### src/rtl/sfran_pkg.sv
// package for the serial frame register access node: types and constants
`default_nettype none
package sfran_pkg;

  localparam int unsigned FrameDataMax  = 16;
  localparam int unsigned RegSpaceBytes = 256;

  localparam logic [7:0] Head1Byte = 8'hFE;
  localparam logic [7:0] Head2Byte = 8'h68;
  localparam logic [7:0] CmdW      = 8'h57;
  localparam logic [7:0] CmdX      = 8'h58;
  localparam logic [7:0] CmdR      = 8'h52;
  localparam logic [7:0] CmdS      = 8'h53;

  typedef enum logic [1:0] {
    OP_BUS   = 2'd0,
    OP_WRITE = 2'd1,
    OP_READ  = 2'd2,
    OP_NONE  = 2'd3
  } op_e;

  typedef enum logic [0:0] {
    CFG_NODE  = 1'b0,
    CFG_BCAST = 1'b1
  } cfg_idx_e;

endpackage
`default_nettype wire

### src/rtl/sfran_ram.sv
// generic single-port ram with registered read
`default_nettype none
module sfran_ram #(
  parameter int unsigned Width = 8,
  parameter int unsigned Depth = 16
) (
  input  wire logic                     clk_i,
  input  wire logic                     we_i,
  input  wire logic [$clog2(Depth)-1:0] addr_i,
  input  wire logic [Width-1:0]         wdata_i,
  output logic      [Width-1:0]         rdata_o
);
  logic [Width-1:0] mem_q [Depth];

  always_ff @(posedge clk_i) begin
    if (we_i) begin
      mem_q[addr_i] <= wdata_i;
    end
    rdata_o <= mem_q[addr_i];
  end
endmodule
`default_nettype wire

### src/rtl/serial_frame_register_access_node.sv
// serial frame register access node: frame parser, executor and reply sender
// a bus byte that only advances the parser, or a local write, is done within ST_IDLE;
// a local read passes ST_LOCRD, where the ram data arrives, then waits in ST_OUT until taken
// a frame checksum byte runs the sequencer: ST_SUM per payload byte to sum, ST_SUMW checks,
// then per W pair ST_EXOFF and ST_EXV1, per X triplet ST_EXOFF to ST_EXV3 (and ST_EXRD), or
// six header bytes in ST_HDR, ST_EXOFF to ST_EXV1 (R) or ST_EXV2 (S) per entry and ST_CKO,
// plus output stalls; one transaction at a time; ready is low while the sequencer runs
// reset: asynchronous, active low; after reset a clearing pass over all RegSpaceBytes entries
// zeroes the register space before the first input transaction is taken
`default_nettype none
module serial_frame_register_access_node #(
  parameter int unsigned FrameDataMax  = sfran_pkg::FrameDataMax,
  parameter int unsigned RegSpaceBytes = sfran_pkg::RegSpaceBytes
) (
  input  wire logic       clk_i,
  input  wire logic       rst_ni,
  input  wire logic       in_valid_i,
  output logic            in_ready_o,
  input  wire logic [1:0] operation_i,
  input  wire logic [7:0] byte_value_i,
  input  wire logic [7:0] local_offset_i,
  output logic            out_valid_o,
  input  wire logic       out_ready_i,
  output logic            kind_o,
  output logic [7:0]      out_byte_o,
  output logic            last_o,
  input  wire logic       cfg_valid_i,
  output logic            cfg_ready_o,
  input  wire logic       cfg_index_i,
  input  wire logic [7:0] cfg_data_i
);
  import sfran_pkg::*;

  localparam int unsigned RegAw = $clog2(RegSpaceBytes);
  localparam int unsigned PayAw = (FrameDataMax > 1) ? $clog2(FrameDataMax) : 1;
  localparam int unsigned PayDepth = 1 << PayAw;

  // sequencer states, one-hot
  typedef enum logic [12:0] {
    ST_CLEAR = 13'h0001,  // post-reset clearing pass
    ST_IDLE  = 13'h0002,
    ST_LOCRD = 13'h0004,  // local read, wait for ram data
    ST_SUM   = 13'h0008,  // checksum pass over payload
    ST_SUMW  = 13'h0010,  // checksum and address check, dispatch
    ST_EXRD  = 13'h0020,  // read payload entry j
    ST_EXOFF = 13'h0040,  // offset arrives, start register access
    ST_EXV1  = 13'h0080,  // second payload byte / first register value
    ST_EXV2  = 13'h0100,  // third payload byte / second register value
    ST_EXV3  = 13'h0200,  // write of high byte for X
    ST_HDR   = 13'h0400,  // emit reply header bytes
    ST_CKO   = 13'h0800,  // emit reply checksum
    ST_OUT   = 13'h1000   // local read result held
  } state_e;

  typedef enum logic [2:0] {
    PH_IDLE, PH_HEAD1, PH_HEAD2, PH_SRC, PH_DST, PH_CMD, PH_DATA, PH_CKSUM
  } phase_e;

  state_e state_q, state_d;
  phase_e phase_q, phase_d;

  logic [7:0] node_q, bcast_q;
  logic [7:0] src_q, dst_q, cmd_q;
  logic [4:0] len_q, cnt_q;
  logic [7:0] sum_q, sum_d;       // frame checksum
  logic [RegAw:0] clr_q;
  logic [4:0] j_q;                // payload index in execution
  logic [7:0] off_q;              // current offset
  logic [7:0] rsum_q;             // reply checksum accumulator
  logic [2:0] hdr_q;              // reply header byte index
  logic [7:0] rcmd_q;             // reply command code

  // output register
  logic       ovalid_q;
  logic       okind_q, olast_q;
  logic [7:0] obyte_q;

  // payload store ram
  logic             pay_we;
  logic [PayAw-1:0] pay_addr;
  logic [7:0]       pay_wdata, pay_rdata;

  // register space ram
  logic             reg_we;
  logic [RegAw-1:0] reg_addr;
  logic [7:0]       reg_wdata, reg_rdata;

  sfran_ram #(.Width(8), .Depth(PayDepth)) u_pay (
    .clk_i, .we_i(pay_we), .addr_i(pay_addr), .wdata_i(pay_wdata), .rdata_o(pay_rdata)
  );
  sfran_ram #(.Width(8), .Depth(RegSpaceBytes)) u_regs (
    .clk_i, .we_i(reg_we), .addr_i(reg_addr), .wdata_i(reg_wdata), .rdata_o(reg_rdata)
  );

  wire logic in_acc  = in_valid_i & in_ready_o;
  wire logic out_acc = out_valid_o & out_ready_i;
  wire logic is_r    = (cmd_q == CmdR);
  wire logic is_s    = (cmd_q == CmdS);
  wire logic is_w    = (cmd_q == CmdW);
  wire logic is_x    = (cmd_q == CmdX);
  // effective payload length, capped at FrameDataMax
  wire logic [4:0] len_eff = (len_q > 5'(FrameDataMax)) ? 5'(FrameDataMax) : len_q;
  // emitted reply payload length, 8 bits
  wire logic [7:0] rlen = is_r ? {2'b0, len_eff, 1'b0} : 8'(len_eff) * 8'd3;
  // output slot is free or being freed this cycle
  wire logic oslot = ~ovalid_q | out_ready_i;

  assign in_ready_o  = (state_q == ST_IDLE) & ~ovalid_q;
  assign cfg_ready_o = 1'b1;
  assign out_valid_o = ovalid_q;
  assign kind_o      = okind_q;
  assign out_byte_o  = obyte_q;
  assign last_o      = olast_q;

  // header byte selection for the reply
  logic [7:0] hdr_byte;
  always_comb begin
    case (hdr_q)
      3'd0:    hdr_byte = Head1Byte;
      3'd1:    hdr_byte = Head2Byte;
      3'd2:    hdr_byte = dst_q;
      3'd3:    hdr_byte = src_q;
      3'd4:    hdr_byte = rcmd_q;
      default: hdr_byte = rlen;
    endcase
  end

  // control signals of the sequencer
  logic       emit;
  logic [7:0] emit_byte;
  logic       emit_kind, emit_last;
  logic [4:0] j_d;
  logic [2:0] hdr_d;
  logic [7:0] off_d, rsum_d;
  logic [4:0] len_d, cnt_d;

  always_comb begin
    state_d   = state_q;
    phase_d   = phase_q;
    sum_d     = sum_q;
    j_d       = j_q;
    hdr_d     = hdr_q;
    off_d     = off_q;
    rsum_d    = rsum_q;
    len_d     = len_q;
    cnt_d     = cnt_q;
    pay_we    = 1'b0;
    pay_addr  = j_q[PayAw-1:0];
    pay_wdata = byte_value_i;
    reg_we    = 1'b0;
    reg_addr  = off_q[RegAw-1:0];
    reg_wdata = pay_rdata;
    emit      = 1'b0;
    emit_byte = reg_rdata;
    emit_kind = 1'b0;
    emit_last = 1'b0;

    case (state_q)
      ST_CLEAR: begin
        reg_we    = 1'b1;
        reg_addr  = clr_q[RegAw-1:0];
        reg_wdata = 8'h00;
        if (clr_q == (RegAw+1)'(RegSpaceBytes - 1)) begin
          state_d = ST_IDLE;
        end
      end
      ST_IDLE: begin
        if (in_acc) begin
          case (op_e'(operation_i))
            OP_WRITE: begin
              reg_we    = 1'b1;
              reg_addr  = local_offset_i[RegAw-1:0];
              reg_wdata = byte_value_i;
            end
            OP_READ: begin
              reg_addr = local_offset_i[RegAw-1:0];
              state_d  = ST_LOCRD;
            end
            OP_BUS: begin
              case (phase_q)
                PH_IDLE:  phase_d = (byte_value_i == Head1Byte) ? PH_HEAD1 : PH_IDLE;
                PH_HEAD1: begin
                  if (byte_value_i == Head2Byte) begin
                    phase_d = PH_HEAD2;
                  end else if (byte_value_i != Head1Byte) begin
                    phase_d = PH_IDLE;
                  end
                end
                PH_HEAD2: phase_d = PH_SRC;
                PH_SRC:   phase_d = PH_DST;
                PH_DST:   phase_d = PH_CMD;
                PH_CMD: begin
                  if (byte_value_i <= 8'(FrameDataMax)) begin
                    len_d   = byte_value_i[4:0];
                    cnt_d   = 5'd0;
                    phase_d = (byte_value_i == 8'd0) ? PH_CKSUM : PH_DATA;
                  end else begin
                    phase_d = PH_IDLE;
                  end
                end
                PH_DATA: begin
                  if (cnt_q < 5'(FrameDataMax)) begin
                    pay_we   = 1'b1;
                    pay_addr = cnt_q[PayAw-1:0];
                  end
                  cnt_d = cnt_q + 5'd1;
                  if (cnt_q + 5'd1 >= len_q) begin
                    phase_d = PH_CKSUM;
                  end
                end
                PH_CKSUM: begin
                  phase_d = PH_IDLE;
                  sum_d   = Head1Byte + Head2Byte + src_q + dst_q + cmd_q
                            + {3'b0, len_q} + byte_value_i;
                  j_d     = 5'd0;
                  pay_addr = '0;
                  state_d = (len_eff == 5'd0) ? ST_SUMW : ST_SUM;
                end
                default: phase_d = PH_IDLE;
              endcase
            end
            default: ;
          endcase
        end
      end
      ST_LOCRD: begin
        emit      = 1'b1;
        emit_kind = 1'b1;
        emit_last = 1'b1;
        state_d   = ST_OUT;
      end
      ST_OUT: begin
        if (out_acc | ~ovalid_q) begin
          state_d = ST_IDLE;
        end
      end
      ST_SUM: begin
        // pay_rdata holds entry j_q
        sum_d    = sum_q + pay_rdata;
        j_d      = j_q + 5'd1;
        pay_addr = PayAw'(j_q + 5'd1);
        if (j_q + 5'd1 == len_eff) begin
          state_d = ST_SUMW;
        end
      end
      ST_SUMW: begin
        j_d   = 5'd0;
        hdr_d = 3'd0;
        rsum_d = 8'd0;
        if (sum_q != 8'd0) begin
          state_d = ST_IDLE;
        end else if (dst_q != node_q && dst_q != bcast_q) begin
          state_d = ST_IDLE;
        end else if (is_r || is_s) begin
          state_d = ST_HDR;
        end else if ((is_w && len_eff >= 5'd2) || (is_x && len_eff >= 5'd3)) begin
          pay_addr = '0;
          state_d  = ST_EXOFF;
        end else begin
          state_d = ST_IDLE;
        end
      end
      ST_HDR: begin
        if (oslot) begin
          emit      = 1'b1;
          emit_byte = hdr_byte;
          rsum_d    = rsum_q + hdr_byte;
          hdr_d     = hdr_q + 3'd1;
          if (hdr_q == 3'd5) begin
            j_d      = 5'd0;
            pay_addr = '0;
            state_d  = (len_eff == 5'd0) ? ST_CKO : ST_EXOFF;
          end
        end
      end
      ST_EXRD: begin
        pay_addr = j_q[PayAw-1:0];
        state_d  = ST_EXOFF;
      end
      ST_EXOFF: begin
        // pay_rdata = offset at entry j_q
        off_d = pay_rdata;
        if (is_r || is_s) begin
          if (oslot) begin
            emit      = 1'b1;
            emit_byte = pay_rdata;
            rsum_d    = rsum_q + pay_rdata;
            reg_addr  = pay_rdata[RegAw-1:0];
            state_d   = ST_EXV1;
          end
        end else begin
          pay_addr = PayAw'(j_q + 5'd1);
          state_d  = ST_EXV1;
        end
      end
      ST_EXV1: begin
        if (is_r || is_s) begin
          if (oslot) begin
            emit      = 1'b1;
            rsum_d    = rsum_q + reg_rdata;
            if (is_s) begin
              reg_addr = RegAw'(off_q + 8'd1);
              state_d  = ST_EXV2;
            end else begin
              j_d      = j_q + 5'd1;
              pay_addr = PayAw'(j_q + 5'd1);
              state_d  = (j_q + 5'd1 == len_eff) ? ST_CKO : ST_EXOFF;
            end
          end
        end else begin
          reg_we = 1'b1;   // low byte / W value
          if (is_x) begin
            pay_addr = PayAw'(j_q + 5'd2);
            state_d  = ST_EXV2;
          end else begin
            j_d      = j_q + 5'd2;
            pay_addr = PayAw'(j_q + 5'd2);
            state_d  = (j_q + 5'd3 < len_eff) ? ST_EXOFF : ST_IDLE;
          end
        end
      end
      ST_EXV2: begin
        if (is_s) begin
          // keep the high byte address while the output is stalled
          reg_addr = RegAw'(off_q + 8'd1);
          if (oslot) begin
            emit     = 1'b1;
            rsum_d   = rsum_q + reg_rdata;
            j_d      = j_q + 5'd1;
            pay_addr = PayAw'(j_q + 5'd1);
            state_d  = (j_q + 5'd1 == len_eff) ? ST_CKO : ST_EXOFF;
          end
        end else begin
          // hold the high byte entry for the write
          pay_addr = PayAw'(j_q + 5'd2);
          state_d  = ST_EXV3;
        end
      end
      ST_EXV3: begin
        reg_we   = 1'b1;
        reg_addr = RegAw'(off_q + 8'd1);
        j_d      = j_q + 5'd3;
        pay_addr = PayAw'(j_q + 5'd3);
        state_d  = (j_q + 5'd6 <= len_eff) ? ST_EXRD : ST_IDLE;
      end
      ST_CKO: begin
        if (oslot) begin
          emit      = 1'b1;
          emit_byte = 8'd0 - rsum_q;
          emit_last = 1'b1;
          state_d   = ST_IDLE;
        end
      end
      default: state_d = ST_IDLE;
    endcase
  end

  always_ff @(posedge clk_i or negedge rst_ni) begin
    if (!rst_ni) begin
      state_q  <= ST_CLEAR;
      phase_q  <= PH_IDLE;
      clr_q    <= '0;
      node_q   <= 8'd0;
      bcast_q  <= 8'hFF;
      src_q    <= 8'd0;
      dst_q    <= 8'd0;
      cmd_q    <= 8'd0;
      len_q    <= 5'd0;
      cnt_q    <= 5'd0;
      ovalid_q <= 1'b0;
    end else begin
      state_q <= state_d;
      phase_q <= phase_d;
      len_q   <= len_d;
      cnt_q   <= cnt_d;
      if (state_q == ST_CLEAR) begin
        clr_q <= clr_q + 1'b1;
      end
      if (cfg_valid_i && cfg_ready_o) begin
        case (cfg_idx_e'(cfg_index_i))
          CFG_NODE:  node_q  <= cfg_data_i;
          CFG_BCAST: bcast_q <= cfg_data_i;
          default: ;
        endcase
      end
      if (in_acc && op_e'(operation_i) == OP_BUS) begin
        if (phase_q == PH_HEAD2) src_q <= byte_value_i;
        if (phase_q == PH_SRC)   dst_q <= byte_value_i;
        if (phase_q == PH_DST)   cmd_q <= byte_value_i;
      end
      if (emit) begin
        ovalid_q <= 1'b1;
      end else if (out_acc) begin
        ovalid_q <= 1'b0;
      end
    end
  end

  // datapath registers without reset
  always_ff @(posedge clk_i) begin
    sum_q  <= sum_d;
    j_q    <= j_d;
    hdr_q  <= hdr_d;
    off_q  <= off_d;
    rsum_q <= rsum_d;
    rcmd_q <= is_r ? CmdW : CmdX;
    if (emit) begin
      okind_q <= emit_kind;
      obyte_q <= emit_byte;
      olast_q <= emit_last;
    end
  end

  // an emitted byte never overwrites one not yet taken
  assert property (@(posedge clk_i) disable iff (!rst_ni)
    emit |-> (~ovalid_q | out_ready_i))
    else $error("output register overrun");

  // input only taken when the sequencer is idle
  assert property (@(posedge clk_i) disable iff (!rst_ni)
    in_acc |-> state_q == ST_IDLE)
    else $error("input taken while busy");

  // a local read yields data in the output register after ST_LOCRD
  assert property (@(posedge clk_i) disable iff (!rst_ni)
    (state_q == ST_LOCRD) |=> (ovalid_q && okind_q && olast_q))
    else $error("local read result missing");

endmodule
`default_nettype wire

### config.mk
export PLATFORM = sky130hd
export DESIGN_NAME = serial_frame_register_access_node
export DESIGN_NICKNAME = d
export VERILOG_FILES = /design/src/rtl/sfran_pkg.sv /design/src/rtl/sfran_ram.sv /design/src/rtl/serial_frame_register_access_node.sv
export SDC_FILE = /design/constraint.sdc
export NUM_CORES = 2
export LEC_CHECK = 0
export BUFFER_PORTS_ARGS = -buffer_cell sky130_fd_sc_hd__clkbuf_2
export CAP_MARGIN = 30
export CORE_ASPECT_RATIO = 1.4
export CORE_MARGIN = 1
export CORE_UTILIZATION = 60
export DETAILED_ROUTE_END_ITERATION = 8
export PLACE_DENSITY = 0.82
export SLEW_MARGIN = 20
export SYNTH_ARGS = -nofsm -noshare
export SYNTH_HDL_FRONTEND = slang
export SYNTH_HIERARCHICAL = 1
export SYNTH_SLANG_ARGS = --single-unit
### constraint.sdc
create_clock -name clk_i -period 41.4 [get_ports clk_i]
set_input_delay 4.14 -clock clk_i [delete_from_list [all_inputs] [get_ports clk_i]]
set_output_delay 4.14 -clock clk_i [all_outputs]
set_load 0.02 [all_outputs]
==> results.md <==
* Setup violations, final at 0
* Initial DRC count at ~7.4k
* Routed WL at 253800 um
* Slew HR at between 20% and 30%
* Yosys top cell area share at 71.21%
* Drt first pass iters at 6
* Post-DRT Antenna Nets at 0
* Critical Path RT at 42.09 ns
* Post-synth EDFFs at ~2.2k
* Clock transition at the registers of the reported paths at 0.07 ns
* Max Clock Freq at about 97 MHz
* Post-Syn Nets at 5026
* Leak at between 30 and 40 nW
* Total GRT Usage at 32.26%
* Hold endpoint: clr_q[8]$_DFFE_PN0P_
* # port buffers at 43
* Post-DP HPWL at 142500 um
* Grt total ovfl at 0
* R2r endpoint: u_regs/rdata_o[0]$_DFF_P_
* Cells resized by post-CTS repair at 0
* Core Box Area at 154900 um2
* Gpl congestion at ~0.99
* DR vias/cell at just over 7
* Final period utilization at 24.87%
* Commonest non-fill, non-tap cell in the layout: edfxtp_1
* Post-synth cell types at 87
* Worst clock skew at 0.04165 ns
* Worst IR Drop VDD at 0.00005829 V
* Worst setup EP type: flop
* DR WL/cell at between 30 and 40 um
* Worst hold path class: flop to flop
* I/O pins at 45
* Post-route insts no fill at 7271
* CP Launch Type: primary input
* Post-synth top area cell: edfxtp_1
* # clock sinks at between 2k and 2.5k
* Synth async-reset ratio at 3.287%
* Setup TNS at 0 ns
* Antenna violations before repair at 13
* First-pass GRT wire length at 360900 um
* TritonCTS Buffers at 197
* FP Rows at 171
* Fin nets at 5146
* Top FF cell, synth: edfxtp_1
* Yosys warning count at 6
* PD cells at between 60 and 70 nW/um2
* Postcts setup bufs at 0
* Yosys reg bits at ~2.3k
* Actual slew at the worst max-slew pin at 1.036 ns
* Reg2Reg Setup Slack at 33.07 ns
* Max-Cap Viols at 0
* Synth-to-layout area growth at 10.62%
* Sequential area share after synthesis at 73.64%
* Cells after Synth at 4904
* Post-Place Cells at 6882
* Crit path max fanout at 43
* RSZ-0062 raised after global routing: false
* Full die area at 157500 um2
* RR Startpoint: state_q[10]$_DFFE_PN0P_
* CTS tree: built
* HP Start: clr_q[8]$_DFFE_PN0P_
* Post-Syn Area at around 94000 um2
* Vias in the first global route at between 50k and 60k
* Starting Density at 60.38%
* Synth area leaders: edfxtp_1, mux4_2, a22oi_1
* Chip width at 335.7 um
* Min Tclk post-route at just over 10 ns
* DRC Markers at 0
* Final Hold Violating Endpoints at 0
* Commonest non-fill, non-tap cells in the layout: edfxtp_1, mux4_2, nor2_1, a22oi_1, clkbuf_16
* Root Driver: clkbuf_16
* Largest net degree at the start of global routing at 257
* CTS Buffer Depth at 3
* Vias at 51.42k
* CP Data Arrival Time at 10.99 ns
* Syn Area/Cell at 19.07 um2
* Slew Viols, Final at 0
* Share of layout cells above drive strength 1 at 22.34%
* CTS H-Tree Depth at 4
* Later-pin clock latency in the skew report at 0.86 ns
* Crit Path Category: primary input to flop
* Post-CTS Hold Buffers at 0
* WHS Path Cells at 2
* Die Span Y at between 400 and 500 um
* Reg2Reg Depth at 16
* Outcome: complete, no violations
## state kept, by name, indices dropped and copies added, names as in the netlist, 9 cells and up
signal and cells:
clr_q 9, state_q 13, u_pay/mem_q 128, u_regs/mem_q 2048
## cell type report
cell class	count	area [um2]
clock buffer	234	5091
antenna	6	15.01
sequential	2312	68880
timing repair buffer	214	1837
inverter	67	251.5
tap	2076	2597
multi-input combinational	2232	23400
fill	9325	51440
clock inverter	130	1400
## Yosys cell counts (14+ instances only)
library cell  count
and3_1           15
o21ai_0          90
nand2b_1         24
mux2_2           36
xor2_1           42
buf_1            25
mux4_2          544
a22oi_1         282
clkbuf_1        190
dfrtp_1          67
buf_6            18
nand4_1          26
edfxtp_1       2218
a21o_1           14
fa_1             21
nor2b_1          28
inv_1            67
nor2_1          330
o41ai_1          34
nand2_1         158
nand3_1          47
nor3_1           59
a21oi_1         186
buf_4            17
ha_1             69
xnor2_1          37
buf_2            42
dfxtp_1          18
## power breakdown
part,switching (mW),internal [mW]
Clock,0.857,1.03
Sequential,0.0447,2.94
Combinational,1.32,0.626
## worst max path at each step
stage                        start                           end  slack (ns)  depth (start not counted)
finish              operation_i[0]     u_regs/rdata_o[0]$_DFF_P_       31.10                         18
global route        operation_i[0]     u_regs/rdata_o[0]$_DFF_P_       30.73                         18
CTS                 operation_i[0]     u_regs/rdata_o[0]$_DFF_P_       31.00                         17
detailed placement  operation_i[0]     u_regs/rdata_o[0]$_DFF_P_       30.28                         17
global placement    operation_i[0]     u_regs/rdata_o[7]$_DFF_P_       30.07                         15
floorplan           operation_i[1]  u_regs/mem_q[0][1]$_DFFE_PP_       24.17                          5
## through the flow
step	worst slack (ns)	util (%)	power (mW)	area [um2]	hold WS [ns]
finish	31.10	66.79	6.815	103500	0.4925
global route	30.73	66.79	6.968	103500	0.5127
CTS	31.00	66.54	6.746	103100	0.5008
detailed placement	30.28	62.35	4.849	96580	0.4772
global placement	30.07	62.16	4.768	96290	0.4619
floorplan	24.17	-	4.407	93530	0.4498
## worst max-delay path, cell delays in order
cell and delay (ns):
clkbuf_2 0.11, inv_1 0.07, ha_1 0.28, and3_1 0.30, o21ai_0 0.60, nor4_1 0.19, o21ai_4 0.18, buf_4 0.59
buf_4 0.81, buf_4 0.62, buf_12 0.30, buf_4 0.57, mux4_2 0.60, a22oi_1 0.24, a21oi_1 0.17, o41ai_1 0.73
buf_4 0.23, nand4_1 0.11
## cell families after synthesis
| family | share of synthesized area [%] |
|---|---|
| other | 0.004009 |
| AND/OR/NAND/NOR | 3.833 |
| flip-flops | 73.64 |
| adder cells (fa/ha/maj) | 1.383 |
| buffers and inverters | 1.715 |
| multiplexers | 13.62 |
| AO/OA/AOI/OAI | 5.066 |
| XOR/XNOR | 0.7398 |
## layer usage
layer / global-route usage (%) / wire, um / up-vias
li1: - / - / 20340
met2: 53.77 / 127700 / 4157
met1: 37.45 / 78730 / 25990
met5: 0 / 102 / -
met3: 6.427 / 25900 / 912
met4: 23.56 / 21370 / 14
Note: power is estimated with default switching activity, not from simulation.
